$ cat src/stc_pkg.sv
// Shared types and constants for the settable time-of-day clock.
package stc_pkg;

    // Decoded key codes
    typedef enum logic [1:0] {
        KEY_NONE  = 2'd0,
        KEY_PLUS  = 2'd1,
        KEY_MINUS = 2'd2,
        KEY_LONG  = 2'd3
    } t_key;

    // Display mode
    typedef enum logic [1:0] {
        MODE_RUN         = 2'd0,
        MODE_SET_HOURS   = 2'd1,
        MODE_SET_MINUTES = 2'd2
    } t_mode;

    localparam logic [15:0] HALF_PERIOD_RESET = 16'd500;
    localparam logic [4:0]  HOUR_MAX          = 5'd23;
    localparam logic [5:0]  MINUTE_MAX        = 6'd59;
    localparam logic [5:0]  SECOND_MAX        = 6'd59;

    // Time and mode after one update
    typedef struct packed {
        logic [4:0] hours;
        logic [5:0] minutes;
        logic [5:0] seconds;
        logic       colon_on;
        t_mode      set_mode;
    } t_stc_result;

endpackage

$ cat src/stc_if.sv
// Valid/ready channel interfaces for key/tick input and time output.
interface stc_in_if #(
    parameter int TICK_BITS = 16
);
    logic                 valid;
    logic                 ready;
    logic [1:0]           key_event;
    logic [TICK_BITS-1:0] tick_now;

    modport source (output valid, output key_event, output tick_now, input ready);
    modport sink   (input valid, input key_event, input tick_now, output ready);
endinterface

interface stc_out_if;
    logic       valid;
    logic       ready;
    logic [4:0] hours;
    logic [5:0] minutes;
    logic [5:0] seconds;
    logic       colon_on;
    logic [1:0] set_mode;
    logic       hours_blink;
    logic       minutes_blink;

    modport source (output valid, output hours, output minutes, output seconds,
                    output colon_on, output set_mode, output hours_blink,
                    output minutes_blink, input ready);
    modport sink   (input valid, input hours, input minutes, input seconds,
                    input colon_on, input set_mode, input hours_blink,
                    input minutes_blink, output ready);
endinterface

$ cat src/stc_time_core.sv
// Time-of-day state registers and the single-pass update logic.
module stc_time_core #(
    parameter int TICK_BITS = 16
) (
    input  logic                 i_clk,
    input  logic                 i_rst_n,
    input  logic                 i_step,
    input  logic [1:0]           i_key,
    input  logic [TICK_BITS-1:0] i_tick,
    input  logic [15:0]          i_half_period,
    output stc_pkg::t_stc_result o_next
);
    import stc_pkg::*;

    localparam int CMP_W = (TICK_BITS > 16) ? TICK_BITS : 16;

    t_mode                r_mode, n_mode;
    logic [4:0]           r_hour, n_hour;
    logic [5:0]           r_min, n_min;
    logic [5:0]           r_sec, n_sec;
    logic                 r_colon, n_colon;
    logic [TICK_BITS-1:0] r_last, n_last;

    t_key                 w_key;
    logic [TICK_BITS-1:0] w_dist;
    logic [CMP_W-1:0]     w_dist_ext;
    logic [CMP_W-1:0]     w_half_ext;
    logic                 w_toggle;

    assign w_key      = t_key'(i_key);
    assign w_dist     = i_tick - r_last;
    assign w_dist_ext = CMP_W'(w_dist);
    assign w_half_ext = CMP_W'(i_half_period);
    assign w_toggle   = (w_dist_ext >= w_half_ext);

    // Mode next state: long press steps run -> hours -> minutes -> run
    always_comb begin
        n_mode = r_mode;
        unique case (r_mode)
            MODE_RUN: begin
                if (w_key == KEY_LONG) n_mode = MODE_SET_HOURS;
            end
            MODE_SET_HOURS: begin
                if (w_key == KEY_LONG) n_mode = MODE_SET_MINUTES;
            end
            MODE_SET_MINUTES: begin
                if (w_key == KEY_LONG) n_mode = MODE_RUN;
            end
            default: n_mode = r_mode;
        endcase
    end

    // Time, colon and tick record for the current mode
    always_comb begin
        n_hour  = r_hour;
        n_min   = r_min;
        n_sec   = r_sec;
        n_colon = r_colon;
        n_last  = r_last;
        unique case (r_mode)
            MODE_RUN: begin
                if (w_key == KEY_LONG) begin
                    n_sec = '0;
                end else if (w_toggle) begin
                    n_last  = i_tick;
                    n_colon = ~r_colon;
                    // seconds advance when the colon turns on
                    if (!r_colon) begin
                        if (r_sec >= SECOND_MAX) begin
                            n_sec = '0;
                            if (r_min >= MINUTE_MAX) begin
                                n_min  = '0;
                                n_hour = (r_hour >= HOUR_MAX) ? '0 : r_hour + 5'd1;
                            end else begin
                                n_min = r_min + 6'd1;
                            end
                        end else begin
                            n_sec = r_sec + 6'd1;
                        end
                    end
                end
            end
            MODE_SET_HOURS: begin
                if (w_key == KEY_PLUS && r_hour < HOUR_MAX) begin
                    n_hour = r_hour + 5'd1;
                end else if (w_key == KEY_MINUS && r_hour != '0) begin
                    n_hour = r_hour - 5'd1;
                end
            end
            MODE_SET_MINUTES: begin
                if (w_key == KEY_PLUS && r_min < MINUTE_MAX) begin
                    n_min = r_min + 6'd1;
                end else if (w_key == KEY_MINUS && r_min != '0) begin
                    n_min = r_min - 6'd1;
                end
            end
            default: begin
                n_hour = r_hour;
            end
        endcase
    end

    // State registers
    always_ff @(posedge i_clk) begin
        if (!i_rst_n) begin
            r_mode  <= MODE_RUN;
            r_hour  <= '0;
            r_min   <= '0;
            r_sec   <= '0;
            r_colon <= 1'b0;
            r_last  <= '0;
        end else if (i_step) begin
            r_mode  <= n_mode;
            r_hour  <= n_hour;
            r_min   <= n_min;
            r_sec   <= n_sec;
            r_colon <= n_colon;
            r_last  <= n_last;
        end
    end

    // Result shows the state after the update
    always_comb begin
        o_next.hours    = n_hour;
        o_next.minutes  = n_min;
        o_next.seconds  = n_sec;
        o_next.colon_on = n_colon;
        o_next.set_mode = n_mode;
    end

`ifndef SYNTHESIS
    a_time_range: assert property (@(posedge i_clk) disable iff (!i_rst_n)
        r_hour <= HOUR_MAX && r_min <= MINUTE_MAX && r_sec <= SECOND_MAX)
        else $error("time counter out of range");

    a_colon_frozen: assert property (@(posedge i_clk) disable iff (!i_rst_n)
        (i_step && r_mode != MODE_RUN) |=> ($stable(r_colon) && $stable(r_last)))
        else $error("colon or tick record moved while setting");

    a_enter_set: assert property (@(posedge i_clk) disable iff (!i_rst_n)
        (i_step && r_mode == MODE_RUN && w_key == KEY_LONG)
        |=> (r_sec == '0 && r_mode == MODE_SET_HOURS && $stable(r_colon)))
        else $error("long press in run mode did not enter hour setting");
`endif

endmodule

$ cat src/settable_time_of_day_clock.sv
// Top level: configuration register, input register, update core, result register.
//
//  channel  | dir | handshake      | payload
//  ---------+-----+----------------+---------------------------------------------
//  i_in     | in  | valid / ready  | key_event[1:0], tick_now[TICK_BITS-1:0]
//  o_out    | out | valid / ready  | hours, minutes, seconds, colon_on, set_mode,
//           |     |                | hours_blink, minutes_blink
//  cfg      | in  | i_cfg_we       | i_cfg_wdata[15:0] = half_period_ticks
//
// One transaction per cycle sustained while o_out.ready stays high; a transaction
// passes the input register, then the update logic, then the result register.
// Reset (synchronous, active low) clears the time, mode, colon and tick record and
// loads the half period with 500.
// While o_out.ready is low the result register holds; the input register takes one
// more transaction, then i_in.ready drops until the result is taken.
module settable_time_of_day_clock #(
    parameter int TICK_BITS = 16
) (
    input  logic        i_clk,
    input  logic        i_rst_n,
    input  logic        i_cfg_we,
    input  logic [15:0] i_cfg_wdata,
    stc_in_if.sink      i_in,
    stc_out_if.source   o_out
);
    import stc_pkg::*;

    logic [15:0]          r_half_period;
    logic                 r_in_valid;
    logic [1:0]           r_in_key;
    logic [TICK_BITS-1:0] r_in_tick;
    logic                 r_out_valid;
    t_stc_result          r_out;
    t_stc_result          w_next;
    logic                 w_advance;

    // Move the held transaction through the update when the result slot frees up
    assign w_advance  = r_in_valid && (!r_out_valid || o_out.ready);
    assign i_in.ready = !r_in_valid || w_advance;

    // Configuration register
    always_ff @(posedge i_clk) begin
        if (!i_rst_n) begin
            r_half_period <= HALF_PERIOD_RESET;
        end else if (i_cfg_we) begin
            r_half_period <= i_cfg_wdata;
        end
    end

    // Input register
    always_ff @(posedge i_clk) begin
        if (!i_rst_n) begin
            r_in_valid <= 1'b0;
        end else if (i_in.ready) begin
            r_in_valid <= i_in.valid;
        end
    end

    always_ff @(posedge i_clk) begin
        if (i_in.valid && i_in.ready) begin
            r_in_key  <= i_in.key_event;
            r_in_tick <= i_in.tick_now;
        end
    end

    stc_time_core #(
        .TICK_BITS (TICK_BITS)
    ) u_core (
        .i_clk         (i_clk),
        .i_rst_n       (i_rst_n),
        .i_step        (w_advance),
        .i_key         (r_in_key),
        .i_tick        (r_in_tick),
        .i_half_period (r_half_period),
        .o_next        (w_next)
    );

    // Result register
    always_ff @(posedge i_clk) begin
        if (!i_rst_n) begin
            r_out_valid <= 1'b0;
        end else if (w_advance) begin
            r_out_valid <= 1'b1;
        end else if (o_out.ready) begin
            r_out_valid <= 1'b0;
        end
    end

    always_ff @(posedge i_clk) begin
        if (w_advance) begin
            r_out <= w_next;
        end
    end

    assign o_out.valid         = r_out_valid;
    assign o_out.hours         = r_out.hours;
    assign o_out.minutes       = r_out.minutes;
    assign o_out.seconds       = r_out.seconds;
    assign o_out.colon_on      = r_out.colon_on;
    assign o_out.set_mode      = r_out.set_mode;
    assign o_out.hours_blink   = (r_out.set_mode == MODE_SET_HOURS);
    assign o_out.minutes_blink = (r_out.set_mode == MODE_SET_MINUTES);

`ifndef SYNTHESIS
    a_in_held: assert property (@(posedge i_clk) disable iff (!i_rst_n)
        (r_in_valid && !w_advance) |=> (r_in_valid && $stable(r_in_key) && $stable(r_in_tick)))
        else $error("held input transaction was overwritten");

    a_out_held: assert property (@(posedge i_clk) disable iff (!i_rst_n)
        (r_out_valid && !o_out.ready) |=> (r_out_valid && $stable(r_out)))
        else $error("stalled result was lost or changed");

    a_advance_fills: assert property (@(posedge i_clk) disable iff (!i_rst_n)
        w_advance |=> r_out_valid)
        else $error("update did not produce a result");
`endif

endmodule

$ cat src/flat_wrapper.sv
// flat-port wrapper written by rule: the top's interface ports become plain ports
module settable_time_of_day_clock_flat import stc_pkg::*;
#(
    parameter int TICK_BITS = 16
)
  (i_clk, i_rst_n, i_cfg_we, i_cfg_wdata, i_in_valid, i_in_key_event, i_in_tick_now, i_in_ready, o_out_valid, o_out_hours, o_out_minutes, o_out_seconds, o_out_colon_on, o_out_set_mode, o_out_hours_blink, o_out_minutes_blink, o_out_ready);
  stc_in_if #(.TICK_BITS(TICK_BITS)) i_in_i ();
  stc_out_if o_out_i ();
  input  logic i_clk;
  input  logic i_rst_n;
  input  logic i_cfg_we;
  input  logic [15:0] i_cfg_wdata;
  input wire logic [$bits(i_in_i.valid)-1:0] i_in_valid;
  input wire logic [$bits(i_in_i.key_event)-1:0] i_in_key_event;
  input wire logic [$bits(i_in_i.tick_now)-1:0] i_in_tick_now;
  output wire logic [$bits(i_in_i.ready)-1:0] i_in_ready;
  output wire logic [$bits(o_out_i.valid)-1:0] o_out_valid;
  output wire logic [$bits(o_out_i.hours)-1:0] o_out_hours;
  output wire logic [$bits(o_out_i.minutes)-1:0] o_out_minutes;
  output wire logic [$bits(o_out_i.seconds)-1:0] o_out_seconds;
  output wire logic [$bits(o_out_i.colon_on)-1:0] o_out_colon_on;
  output wire logic [$bits(o_out_i.set_mode)-1:0] o_out_set_mode;
  output wire logic [$bits(o_out_i.hours_blink)-1:0] o_out_hours_blink;
  output wire logic [$bits(o_out_i.minutes_blink)-1:0] o_out_minutes_blink;
  input wire logic [$bits(o_out_i.ready)-1:0] o_out_ready;
  assign i_in_i.valid = i_in_valid;
  assign i_in_i.key_event = i_in_key_event;
  assign i_in_i.tick_now = i_in_tick_now;
  assign i_in_ready = i_in_i.ready;
  assign o_out_valid = o_out_i.valid;
  assign o_out_hours = o_out_i.hours;
  assign o_out_minutes = o_out_i.minutes;
  assign o_out_seconds = o_out_i.seconds;
  assign o_out_colon_on = o_out_i.colon_on;
  assign o_out_set_mode = o_out_i.set_mode;
  assign o_out_hours_blink = o_out_i.hours_blink;
  assign o_out_minutes_blink = o_out_i.minutes_blink;
  assign o_out_i.ready = o_out_ready;
  settable_time_of_day_clock #(.TICK_BITS(TICK_BITS)) u_core (.i_clk(i_clk), .i_rst_n(i_rst_n), .i_cfg_we(i_cfg_we), .i_cfg_wdata(i_cfg_wdata), .i_in(i_in_i), .o_out(o_out_i));
endmodule
$ cat config.mk
export PLATFORM = sky130hd
export DESIGN_NAME = settable_time_of_day_clock_flat
export DESIGN_NICKNAME = d
export VERILOG_FILES = /design/src/stc_pkg.sv /design/src/stc_if.sv /design/src/stc_time_core.sv /design/src/settable_time_of_day_clock.sv /design/src/flat_wrapper.sv
export SDC_FILE = /design/constraint.sdc
export NUM_CORES = 1
export LEC_CHECK = 0
export BUFFER_PORTS_ARGS = -buffer_cell sky130_fd_sc_hd__clkbuf_2
export CAP_MARGIN = 20
export CELL_PAD_IN_SITES_DETAIL_PLACEMENT = 2
export CELL_PAD_IN_SITES_GLOBAL_PLACEMENT = 2
export CORE_ASPECT_RATIO = 1.4
export CORE_UTILIZATION = 35
export CTS_CLUSTER_SIZE = 40
export DETAILED_ROUTE_END_ITERATION = 6
export GPL_ROUTABILITY_DRIVEN = 0
export PLACE_DENSITY = 0.81
export SYNTH_ARGS = -nofsm -noshare
export SYNTH_HDL_FRONTEND = slang
export SYNTH_HIERARCHICAL = 1
export SYNTH_SLANG_ARGS = --single-unit
$ cat constraint.sdc
create_clock -name i_clk -period 5.2 [get_ports i_clk]
set_clock_uncertainty 0.2 [all_clocks]
set_input_delay 0.52 -clock i_clk [delete_from_list [all_inputs] [get_ports i_clk]]
set_output_delay 0.52 -clock i_clk [all_outputs]
set_load 0.005 [all_outputs]
After elaboration in Yosys (flattened, before gate mapping)
Cells that the tools add are included.
{ "totals": {"input_bits": 39, "elab_cells": 83, "out_inout_bits": 24, "reg_bits": 92} }
{ "classes": {"bitwise_logic": 2, "n_reduce_logical": 15, "order_cmp": 6, "n_mux": 31, "n_eq_ne": 7, "add_sub_neg": 6} }
{ "ops": {"columns": ["op", "count"], "rows": [
  ["2-to-1 mux 6 bit", 12],
  ["2-to-1 mux 5 bit", 8],
  ["greater-or-equal comparator 16 bit", 1],
  ["subtractor 16 bit", 1],
  ["adder 6 x 1 -> 6 bit, second input constant", 2],
  ["greater-or-equal comparator 6 bit, second input constant", 2],
  ["one-hot mux 6 bit (2 select lines)", 1],
  ["one-hot mux 5 bit (2 select lines)", 1],
  ["equality test 2 bit, second input constant", 4],
  ["equality test 2 x 1 -> 1 bit, second input constant", 3],
  ["logical AND 1 bit", 6],
  ["less-than comparator 6 bit, second input constant", 1],
  ["2-to-1 mux 2 bit", 3],
  ["one-hot mux 2 bit (3 select lines)", 1],
  ["nonzero test 6 bit", 1],
  ["subtractor 6 x 1 -> 6 bit, second input constant", 1],
  ["adder 5 x 1 -> 5 bit, second input constant", 1],
  ["greater-or-equal comparator 5 bit, second input constant", 1],
  ["less-than comparator 5 bit, second input constant", 1],
  ["2-to-1 mux 1 bit", 5],
  ["nonzero test 5 bit", 1],
  ["subtractor 5 x 1 -> 5 bit, second input constant", 1],
  ["AND reduction 4 bit", 1],
  ["logical NOT 1 bit", 2],
  ["4 further kinds", 6]
]} }

Logic depth before layout (Yosys ltp)
Gate-level depths: netlist of run 1.
{ "depth": {"ltp_word": 8, "depth_mapped": 20, "mapped_depth_nobuf": 18} }

Cells and area by module
The synthesis of run 1 kept the hierarchy.
{ "by_module_without_submodules": {"columns": ["module", "area_each_um2", "cells_per_inst", "seq_area_each_um2", "instances"], "rows": [
  ["stc_time_core", 3813.7, 514, 720.7, 1],
  ["settable_time_of_day_clock", 1839.3, 100, 1501.4, 1]
]} }

Least setup slack after synthesis of run 1
No wires, ideal clock.
{ "synth_timing": {"path_type": "register -> register", "startpoint": "register u_core.r_in_tick[1]", "endpoint": "register u_core.r_out, in the netlist u_core/o_out.hours[2] (data pin)", "setup_ns": 0.259, "synth_period_minus_slack_ns": 4.218, "t_required_ns": 4.741, "path_stages_with_launch": 18, "setup_slack_ns": 0.982, "arrival_ns": 3.759, "path_buffers": 1, "path_cell_list": "edfxtp_1 -> ha_1 -> nor2b_1 -> o31a_1 -> o31a_1 -> o2111ai_1 -> nand3b_1 -> a31oi_1 -> xnor2_1 -> ha_1 -> nand4_1 -> nor4_1 -> a22oi_2 -> and2_0 -> clkbuf_1 -> o311a_1 -> nor3_1 -> inv_1"} }
{ "synth_rtl": {"columns": ["element", "line_no", "source"], "rows": [
  ["start: declaration", "settable_time_of_day_clock.sv:31", "logic [TICK_BITS-1:0] r_in_tick;"],
  ["start signal: assignment", "settable_time_of_day_clock.sv:62", "r_in_tick <= i_in.tick_now;"],
  ["end signal: assignment", "settable_time_of_day_clock.sv:91", "r_out <= w_next;"],
  ["end: declaration", "settable_time_of_day_clock.sv:33", "t_stc_result r_out;"]
]} }

Worst setup path in the final report of run 1
{ "layout_timing": {"startpoint": "register u_core.r_in_tick[0]", "endpoint": "register u_core.u_core.r_sec[3]"} }
{ "layout_between": {"elab_chain_cells": 5} }
{ "layout_lines": {"columns": ["element", "line_no", "source"], "rows": [
  ["subtractor 16 bit", "stc_time_core.sv:31", "assign w_dist = i_tick - r_last;"],
  ["greater-or-equal comparator 16 bit", "stc_time_core.sv:34", "assign w_toggle = (w_dist_ext >= w_half_ext);"],
  ["2-to-1 mux 6 bit", "stc_time_core.sv:64", "end else if (w_toggle) begin"],
  ["2-to-1 mux 6 bit", "stc_time_core.sv:62", "if (w_key == KEY_LONG) begin"],
  ["2-to-1 mux 6 bit", "stc_time_core.sv:60", "unique case (r_mode)"],
  ["end signal: assignment", "stc_time_core.sv:116", "r_sec <= n_sec;"],
  ["end: declaration", "stc_time_core.sv:20", "logic [5:0] r_sec, n_sec;"]
]} }
No other way between the ends.
A chain may end at the register's enable or synchronous reset.

==> results.json, run 1 <==
{
  "fp.dieW_um": 109,
  "cts_tree": "built",
  "boundaryPins": 63,
  "startpoint_type": "flip-flop",
  "cap_viol_max_count": 0,
  "synth_seq_cells": 92,
  "critPathArrivalTime_ps": 4960,
  "drc": 0,
  "cts_setup_buffers": 0,
  "final_nets": 736,
  "final-setup-viol-count": 0,
  "fp.dieArea_um2": 16700,
  "antenna_found_initial": 0,
  "min_path_type": "input pin to flip-flop",
  "crit_path_max_fanout": 6,
  "syn2layout_area_growth_pct": 13.1,
  "cts.sinks": 92,
  "tightest_slew_ps": 1030,
  "synthArstFlopShare_pct": 0,
  "final_cells": 860,
  "leakagePower_nw": 2.53,
  "path_clk_slew_ps": 70,
  "place_hpwl_mm": 12.9,
  "die_y_um": 152,
  "drtPass1Iterations": 4,
  "mostFrequentLayoutCell": "clkbuf_2",
  "ys_seq_area_share_pct": 39.3,
  "rsz0062_at_grt": "no",
  "cts.path.max_buffers": 2,
  "fin_total_pwr_mw": 1.99,
  "grt_max_degree": 41,
  "grt_pass1_wl_mm": 28.2,
  "min_period_over_period_pct": 93.9,
  "grt_overflow": 0,
  "hold-worst-slack_ps": 137,
  "cts_buffers": 9,
  "avgSynthCellArea_um2": 9.21,
  "io_buffers": 62,
  "synth_warnings": 6,
  "crit_type": "flip-flop to flip-flop",
  "hold_buffers": 0,
  "required_ps": 5280,
  "final_core_util_pct": 40.8,
  "drt_iter0_drc": 202,
  "synth_flop_cell": "dfxtp_1",
  "final_max_slew_viol_count": 0,
  "synth_edf_count": 38,
  "syn_area_um2": 5650,
  "cp-end-kind": "flip-flop",
  "vias_per_cell": 5.65,
  "finalHoldViolCount": 0,
  "syn-instance-count": 614,
  "fmax_ghz": 0.205,
  "clk_latency_ps": 350,
  "placed_cells": 844,
  "post-route-min-period_ps": 4880,
  "first_global_vias": 5357,
  "outcome": "finished, final reports clean",
  "power.density_nw_per_um2": 311,
  "clock-root-buffer": "clkbuf_16",
  "ir_drop_mv": 0.177,
  "antenna_cells": 0,
  "vias": 4857,
  "slew_headroom_pct": 31.3,
  "yosys.cell_types.count": 69,
  "layout_common_cells": "clkbuf_2, dfxtp_1, nand2_1",
  "synth_fp_nets": 691,
  "grt_usage_pct": 22.1,
  "cts_htree_levels": 3,
  "routed_wl_mm": 17.5,
  "initial_utilization_pct": 36.1,
  "drive_gt1_share_pct": 14.6,
  "core_um2": 15700,
  "rows": 54,
  "wl_per_cell_um": 20.3,
  "cts_resized": 0,
  "nFillCells": 1739,
  "final.setup.tns_ps": 0,
  "ant_nets": 0
}
## state kept, by name (all words and copies together) (netlist names), 5 cells and up
signal	count
u_core/o_out.hours	5
u_core/r_in_tick	16
u_core/u_core/r_min	6
u_core/r_half_period	16
u_core/u_core/r_sec	6
u_core/o_out.seconds	6
u_core/o_out.minutes	6
u_core/u_core/r_last	16
u_core/u_core/r_hour	5
## path summary, 6_finish.rpt
check,startpoint,end,slack [ps],cells past startpoint
worst min-delay path,i_in_tick_now[11],u_core/r_in_tick[11]$_DFFE_PP_,140,1
worst max-delay path,u_core/r_in_tick[0]$_DFFE_PP_,u_core/u_core/r_sec[3]$_SDFFE_PN0P_,320,18
worst max register to register,u_core/r_in_tick[0]$_DFFE_PP_,u_core/u_core/r_sec[3]$_SDFFE_PN0P_,320,18
worst min register to register,u_core/r_half_period[7]$_SDFFE_PN1P_,u_core/r_half_period[7]$_SDFFE_PN1P_,290,2
## cell type report
class / count / area, um2 / area share (%)
multi-input combinational: 446 / 3110 / 48.7
inverter: 44 / 165 / 2.58
timing repair buffer: 66 / 340 / 5.32
clock inverter: 5 / 76.3 / 1.19
clock buffer: 11 / 233 / 3.64
sequential: 92 / 2220 / 34.7
tap: 196 / 245 / 3.83
## report_power, final
group          internal [mW]  switching [mW]
combinational          0.174           0.268
clock                  0.419           0.283
sequential             0.801          0.0429
total                   1.39           0.594
## stage by stage
stage               cell area, um2  worst slack (ps)
floorplan                     5650               982
global placement              6090               544
detailed placement            6090               345
CTS                           6390               189
global route                  6390             0.587
finish                        6390               318
## Yosys cell counts, types with 3 or more instances
master | n | area share (%)
ha_1 | 37 | 8.2
clkbuf_1 | 23 | 1.5
o21a_1 | 7 | 0.93
a21oi_1 | 39 | 3.5
and3_1 | 6 | 0.66
nand2_1 | 46 | 3.1
nand2b_1 | 10 | 1.1
inv_1 | 44 | 2.9
mux2i_1 | 38 | 6.7
o31a_1 | 3 | 0.46
edfxtp_1 | 38 | 20
nor2b_1 | 36 | 4.0
and2_1 | 5 | 0.55
a32oi_1 | 4 | 0.62
xor2_1 | 5 | 0.77
buf_2 | 4 | 0.35
nor3_1 | 17 | 1.5
a22oi_1 | 5 | 0.66
o211a_1 | 3 | 0.53
o2111ai_1 | 3 | 0.46
nand3b_1 | 4 | 0.53
dfxtp_1 | 54 | 19
a21boi_0 | 4 | 0.53
a31oi_1 | 12 | 1.3
nand3_1 | 23 | 2.0
o31ai_1 | 4 | 0.53
xnor2_1 | 14 | 2.2
or3_1 | 6 | 0.66
nor2_1 | 27 | 1.8
nand4_1 | 6 | 0.66
o21ai_0 | 34 | 3.0
## per-layer routing
| layer | GRT usage (%) | vias to the layer above | wire (um) | part of all wire [%] |
|---|---|---|---|---|
| met3 | 3.68 | 40 | 451 | 2.6 |
| li1 | - | 2297 | - | - |
| met1 | 23.4 | 2434 | 6700 | 38 |
| met2 | 41.6 | 86 | 9790 | 56 |
| met4 | 9.33 | 0 | 517 | 3.0 |
| met5 | 0 | - | 0 | 0 |
## kinds of logic (layout without fill, tap and decap cells)
group	Yosys count	after routing	synth area share (%)
and+or+nand+nor	202	202	18.7
AOI/OAI and AO/OA	147	147	17.6
DFF	92	92	39.3
buffers and inverters	76	126	5.82
muxes	40	40	7.13
adders and majority gates	38	38	8.54
xor gates and xnor gates	19	19	2.94
## critical path, stage by stage (launching register included)
cell and delay [ps]:
edfxtp_1 360, inv_1 50, ha_1 230, fa_1 420, nor2b_1 190, o31a_1 220, o211ai_1 160, a21oi_1 210
o21ai_0 140, a21oi_1 230, xor2_1 110, ha_1 300, nand4_1 160, nor4_1 410, a22oi_2 190, a21oi_2 340
nand4_1 310, or3_1 430, a21boi_0 160
Power figures use the tool's default switching activity.
==> run 2, diff against run 1 <==
CORE_MARGIN = 5   (was unset)
==> results.json, run 2 (synthesis gave the netlist of run 1 again) <==
{
  "io_buffers": 62,
  "fp.dieArea_um2": 18800,
  "path_clk_slew_ps": 70,
  "cts_tree": "built",
  "switchingPower_mw": 0.621,
  "cp-end-kind": "flip-flop",
  "worstHoldStart": "i_in_key_event[0]",
  "grt_pass1_wl_mm": 29.0,
  "r2r_end": "u_core/u_core/r_sec[3]$_SDFFE_PN0P_",
  "vias": 4802,
  "place_hpwl_mm": 13.3,
  "top_regs": "u_core/r_half_period (16), u_core/r_in_tick (16), u_core/u_core/r_last (16)",
  "crit_path_max_fanout": 6,
  "slew_headroom_pct": 27.6,
  "grt_max_degree": 58,
  "power_frac_seq_pct": 43.8,
  "r2r-start": "u_core/u_core/r_last[1]$_SDFFE_PN0P_",
  "nFillCells": 1831,
  "finalHoldViolCount": 0,
  "p_comb_share_pct": 23.3,
  "drtPass1Iterations": 4,
  "cts_setup_buffers": 0,
  "antenna_cells": 0,
  "ir_drop_mv": 0.182,
  "startpoint_type": "flip-flop",
  "cellInternalPower_mw": 1.30,
  "tightest_slew_ps": 1080,
  "min_path_type": "input pin to flip-flop",
  "fmax_ghz": 0.213,
  "setup.worst_path.start": "u_core/u_core/r_last[1]$_SDFFE_PN0P_",
  "final_core_util_pct": 39.7,
  "power.density_nw_per_um2": 302,
  "min_period_over_period_pct": 90.2,
  "die_y_um": 160,
  "grt_usage_pct": 19.1,
  "cts_resized": 0,
  "antenna_found_initial": 0,
  "post-route-min-period_ps": 4690,
  "swShare_pct": 32.3,
  "leakagePower_nw": 2.52,
  "first_global_vias": 5452,
  "min_to": "u_core/r_in_key[0]$_DFFE_PP_",
  "outcome": "finished, final reports clean",
  "vias_per_cell": 5.56,
  "reg2reg_slack_ps": 510,
  "initial_utilization_pct": 35.3,
  "syn2layout_area_growth_pct": 12.6,
  "routed_wl_mm": 17.8,
  "rows": 55,
  "hold_buffers": 0,
  "final_nets": 736,
  "cap_viol_max_count": 0,
  "wl_per_cell_um": 20.6,
  "cts.sinks": 92,
  "drc": 0,
  "final.setup.tns_ps": 0,
  "r2r_cells": 17,
  "drt_iter0_drc": 202,
  "cts_buffers": 9,
  "hold_depth": 1,
  "grt_overflow": 0,
  "clock-root-buffer": "clkbuf_16",
  "core_um2": 16000,
  "rsz0062_at_grt": "no",
  "crit_type": "flip-flop to flip-flop",
  "ant_nets": 0,
  "required_ps": 5290,
  "pwr-share-clk_pct": 32.9,
  "clk_latency_ps": 360,
  "fp.dieW_um": 117,
  "critPathArrivalTime_ps": 4780,
  "cts_htree_levels": 3,
  "final-setup-viol-count": 0,
  "drive_gt1_share_pct": 15.1,
  "final_max_slew_viol_count": 0,
  "layout_common_cells": "clkbuf_2, dfxtp_1, nand2_1",
  "mostFrequentLayoutCell": "clkbuf_2",
  "cts.path.max_buffers": 2,
  "boundaryPins": 63
}
run 2: changes by cell type in the layout (fill, tap and decap cells not counted), sizes merged:
cell	change
clkinv	+3
clkbuf	-2
inv	+1
bufinv	-2
run 2: final cells by class:
class	count	area (um2)	area share, %
Clock buffer	9	225	3.54
Inverter	44	165	2.59
Tap cell	199	249	3.91
Multi-Input combinational cell	446	3110	48.9
Clock inverter	7	52.6	0.825
Sequential cell	92	2220	34.9
Timing Repair Buffer	66	340	5.34
run 2: power by group through the flow:
stage                     logic [mW]  clock network [mW]  registers (mW)
after CTS                      0.453               0.655           0.843
final                          0.448               0.632           0.843
after global routing           0.498               0.689           0.849
after global placement         0.415                   0           0.855
after floorplan                0.322                   0           0.836
after detailed placement       0.447                   0           0.859
run 2: worst max-delay path: stages, from the launching register on:
cell and delay, ps:
dfxtp_1 350, inv_1 70, ha_1 270, nor2b_1 150, o31a_1 280, o31a_1 300
o2111ai_1 240, nand3b_1 160, a31oi_1 230, xnor2_1 90, ha_1 330, nand4_1 140
nor4_1 360, a22oi_2 180, a21oi_2 380, nand4_1 280, or3_1 440, a21boi_0 150
run 2: worst max path at each step:
stage	end	slack [ps]	cells after the start
CTS	u_core/o_out.hours[2]$_DFFE_PP_	430	18
floorplan	u_core/o_out.hours[2]$_DFFE_PP_	980	17
global placement	u_core/o_out.hours[2]$_DFFE_PP_	600	16
detailed placement	u_core/o_out.hours[2]$_DFFE_PP_	480	18
global route	u_core/u_core/r_sec[3]$_SDFFE_PN0P_	70	17
finish	u_core/u_core/r_sec[3]$_SDFFE_PN0P_	510	17
run 2: metal layers:
layer	track usage, %	wire length [um]	vias up
li1	-	-	2291
met1	20.7	7000	2396
met2	36.0	9850	83
met3	4.12	519	32
met4	7.39	452	0
met5	0	0	-
run 2: metrics by stage:
step           power, mW  std cells  hold slack (ps)  cell area, um2  worst slack, ps
2_1_floorplan       1.16        614              241            5650              982
3_3_place_gp        1.27        847              264            6090              595
3_5_place_dp        1.31        847              269            6090              475
4_1_cts             1.95        863              115            6370              428
5_1_grt             2.04        863              119            6370             66.6
6_report            1.92        863              131            6370              507
==> run 3, diff against run 2 <==
SYNTH_HIERARCHICAL = unset   (was 1)
==> results.json, run 3 <==
{
  "boundaryPins": 63,
  "synth_fp_nets": 687,
  "final_core_util_pct": 40.1,
  "vias": 4847,
  "r2r-start": "u_core.u_core.r_last[1]$_SDFFE_PN0P_",
  "cts_setup_buffers": 0,
  "yosys.area.top_type": "edfxtp_1",
  "required_ps": 5110,
  "min_path_type": "input pin to flip-flop",
  "startpoint_type": "flip-flop",
  "nFillCells": 1745,
  "wl_per_cell_um": 20.5,
  "core_um2": 16000,
  "final_nets": 734,
  "fmax_ghz": 0.211,
  "outcome": "finished, final reports clean",
  "ys_seq_area_share_pct": 39.5,
  "hold_buffers": 0,
  "cap_viol_max_count": 0,
  "finalHoldViolCount": 0,
  "critPathArrivalTime_ps": 4660,
  "final_max_slew_viol_count": 0,
  "cts_tree": "built",
  "final.setup.tns_ps": 0,
  "yosysMostFrequentCell": "dfxtp_1",
  "cts_resized": 0,
  "antenna_found_initial": 0,
  "syn2layout_area_growth_pct": 13.6,
  "path_clk_slew_ps": 70,
  "io_buffers": 62,
  "hold_depth": 1,
  "syn_area_um2": 5630,
  "dp_slack_ps": 243,
  "top_regs": "u_core.r_half_period (16), u_core.r_in_tick (16), u_core.u_core.r_last (16)",
  "routed_wl_mm": 17.6,
  "r2r_end": "u_core.o_out.hours[2]$_DFFE_PP_",
  "drtPass1Iterations": 4,
  "synth_flop_cell": "dfxtp_1",
  "clk_latency_ps": 350,
  "crit_type": "flip-flop to flip-flop",
  "grt_usage_pct": 19.2,
  "syn-instance-count": 610,
  "ant_nets": 0,
  "crit_path_max_fanout": 18,
  "r2r_cells": 17,
  "grt_pass1_wl_mm": 28.4,
  "min_period_over_period_pct": 91.2,
  "fp.dieArea_um2": 18800,
  "leakagePower_nw": 2.53,
  "first_global_vias": 5424,
  "synth_edf_count": 38,
  "synth_seq_cells": 92,
  "synthArstFlopShare_pct": 0,
  "antenna_cells": 0,
  "post-route-min-period_ps": 4740,
  "yosys.cell_types.count": 78,
  "worstHoldStart": "i_in_tick_now[1]",
  "grt_max_degree": 60,
  "drive_gt1_share_pct": 14.8,
  "cts.sinks": 92,
  "avgSynthCellArea_um2": 9.23,
  "synth_warnings": 0,
  "mostFrequentLayoutCell": "clkbuf_2",
  "drt_iter0_drc": 160,
  "cts_htree_levels": 3,
  "rows": 55,
  "grt_overflow": 0,
  "final-setup-viol-count": 0,
  "die_y_um": 160,
  "synthTopCellsByCount": "dfxtp_1, nand2_1, inv_1",
  "vias_per_cell": 5.63,
  "ir_drop_mv": 0.134,
  "clock-root-buffer": "clkbuf_16",
  "cp-end-kind": "flip-flop",
  "fp.dieW_um": 117,
  "power.density_nw_per_um2": 306,
  "place_hpwl_mm": 13.0,
  "drc": 0,
  "rsz0062_at_grt": "no",
  "initial_utilization_pct": 35.3,
  "layout_setup_ws_ps": 455,
  "reg2reg_slack_ps": 460,
  "layout_common_cells": "clkbuf_2, dfxtp_1, nand2_1",
  "synthTopCellsByArea": "edfxtp_1, dfxtp_1, ha_1",
  "slew_headroom_pct": 34.0,
  "yosysTopAreaCellShare_pct": 20.3,
  "tightest_slew_ps": 991,
  "min_to": "u_core.r_in_tick[1]$_DFFE_PP_",
  "cts_buffers": 9,
  "cts.path.max_buffers": 2
}
run 3: cell types whose count changed in the layout (fill, tap and decap cells not counted), moves of 5 or more:
| cell | change |
|---|---|
| o21ai_0 | -9 |
| mux2i_1 | -11 |
| a21oi_1 | -7 |
| nor3_1 | -9 |
| a21o_1 | +5 |
| o211ai_1 | +8 |
run 3: final cells by class:
cell class              instances  area (um2)  share of cell area [%]
clock buffers                  11         253                    3.95
flip-flops and latches         92        2220                    34.7
repair buffers                 66         340                    5.32
well taps                     199         249                    3.89
inverters                      49         184                    2.88
multi-input cells             439        3090                    48.3
clock inverters                 5        58.8                   0.919
run 3: how the worst max path moves through the flow:
stage / startpoint / slack [ps] / endpoint
2_1_floorplan: u_core.u_core.r_last[1]$_SDFFE_PN0P_ / 1020 / u_core.o_out.seconds[2]$_DFFE_PP_
3_3_place_gp: u_core.u_core.r_last[1]$_SDFFE_PN0P_ / 530 / u_core.o_out.hours[2]$_DFFE_PP_
3_5_place_dp: u_core.r_in_tick[0]$_DFFE_PP_ / 240 / u_core.o_out.hours[2]$_DFFE_PP_
4_1_cts: u_core.r_in_tick[0]$_DFFE_PP_ / 190 / u_core.o_out.hours[2]$_DFFE_PP_
5_1_grt: u_core.u_core.r_last[1]$_SDFFE_PN0P_ / 190 / u_core.o_out.hours[2]$_DFFE_PP_
6_report: u_core.u_core.r_last[1]$_SDFFE_PN0P_ / 460 / u_core.o_out.hours[2]$_DFFE_PP_
run 3: cells by family (layout without fill, tap and decap cells):
| logic type | Yosys count | after routing | share of synthesized area, % |
|---|---|---|---|
| AO/OA/AOI/OAI | 159 | 159 | 20.2 |
| flip-flops | 92 | 92 | 39.5 |
| XOR/XNOR | 16 | 16 | 2.49 |
| multiplexers | 30 | 30 | 5.40 |
| AND/OR/NAND/NOR | 196 | 196 | 18.2 |
| adder cells (fa/ha/maj) | 38 | 38 | 8.58 |
| buffers and inverters | 79 | 131 | 5.69 |
run 3: metal layers:
metal | vias up | part of all wire, % | track usage, %
met5 | - | 0 | 0
met4 | 0 | 2.4 | 7.04
met3 | 24 | 2.2 | 1.93
met2 | 66 | 57 | 36.9
met1 | 2448 | 39 | 20.9
li1 | 2309 | - | -
run 3: metrics by stage:
stage	std cells	total power, mW	hold slack [ps]	cell area [um2]
5_1_grt	861	2.06	135	6400
6_report	861	1.96	141	6400
3_5_place_dp	845	1.27	294	6080
2_1_floorplan	610	1.14	261	5630
4_1_cts	861	1.98	132	6400
3_3_place_gp	845	1.24	279	6080
run 3: where the power goes:
group	total [mW]	switching (mW)	internal, mW
clock network	0.699	0.299	0.400
registers	0.826	0.0314	0.794
logic	0.432	0.258	0.174
run 3: worst max-delay path, cell delays in order, from the launching register on:
cell and delay (ps):
dfxtp_1 360, inv_1 70, ha_1 280, nor2b_1 140
o31a_1 280, o31a_1 280, o21ai_0 170, nand2b_1 120
a2111o_1 430, o311ai_0 130, ha_1 320, and4_1 200
a31oi_1 160, a21oi_1 90, a211o_2 440, a31oi_2 390
nor2_1 120, mux2_2 310
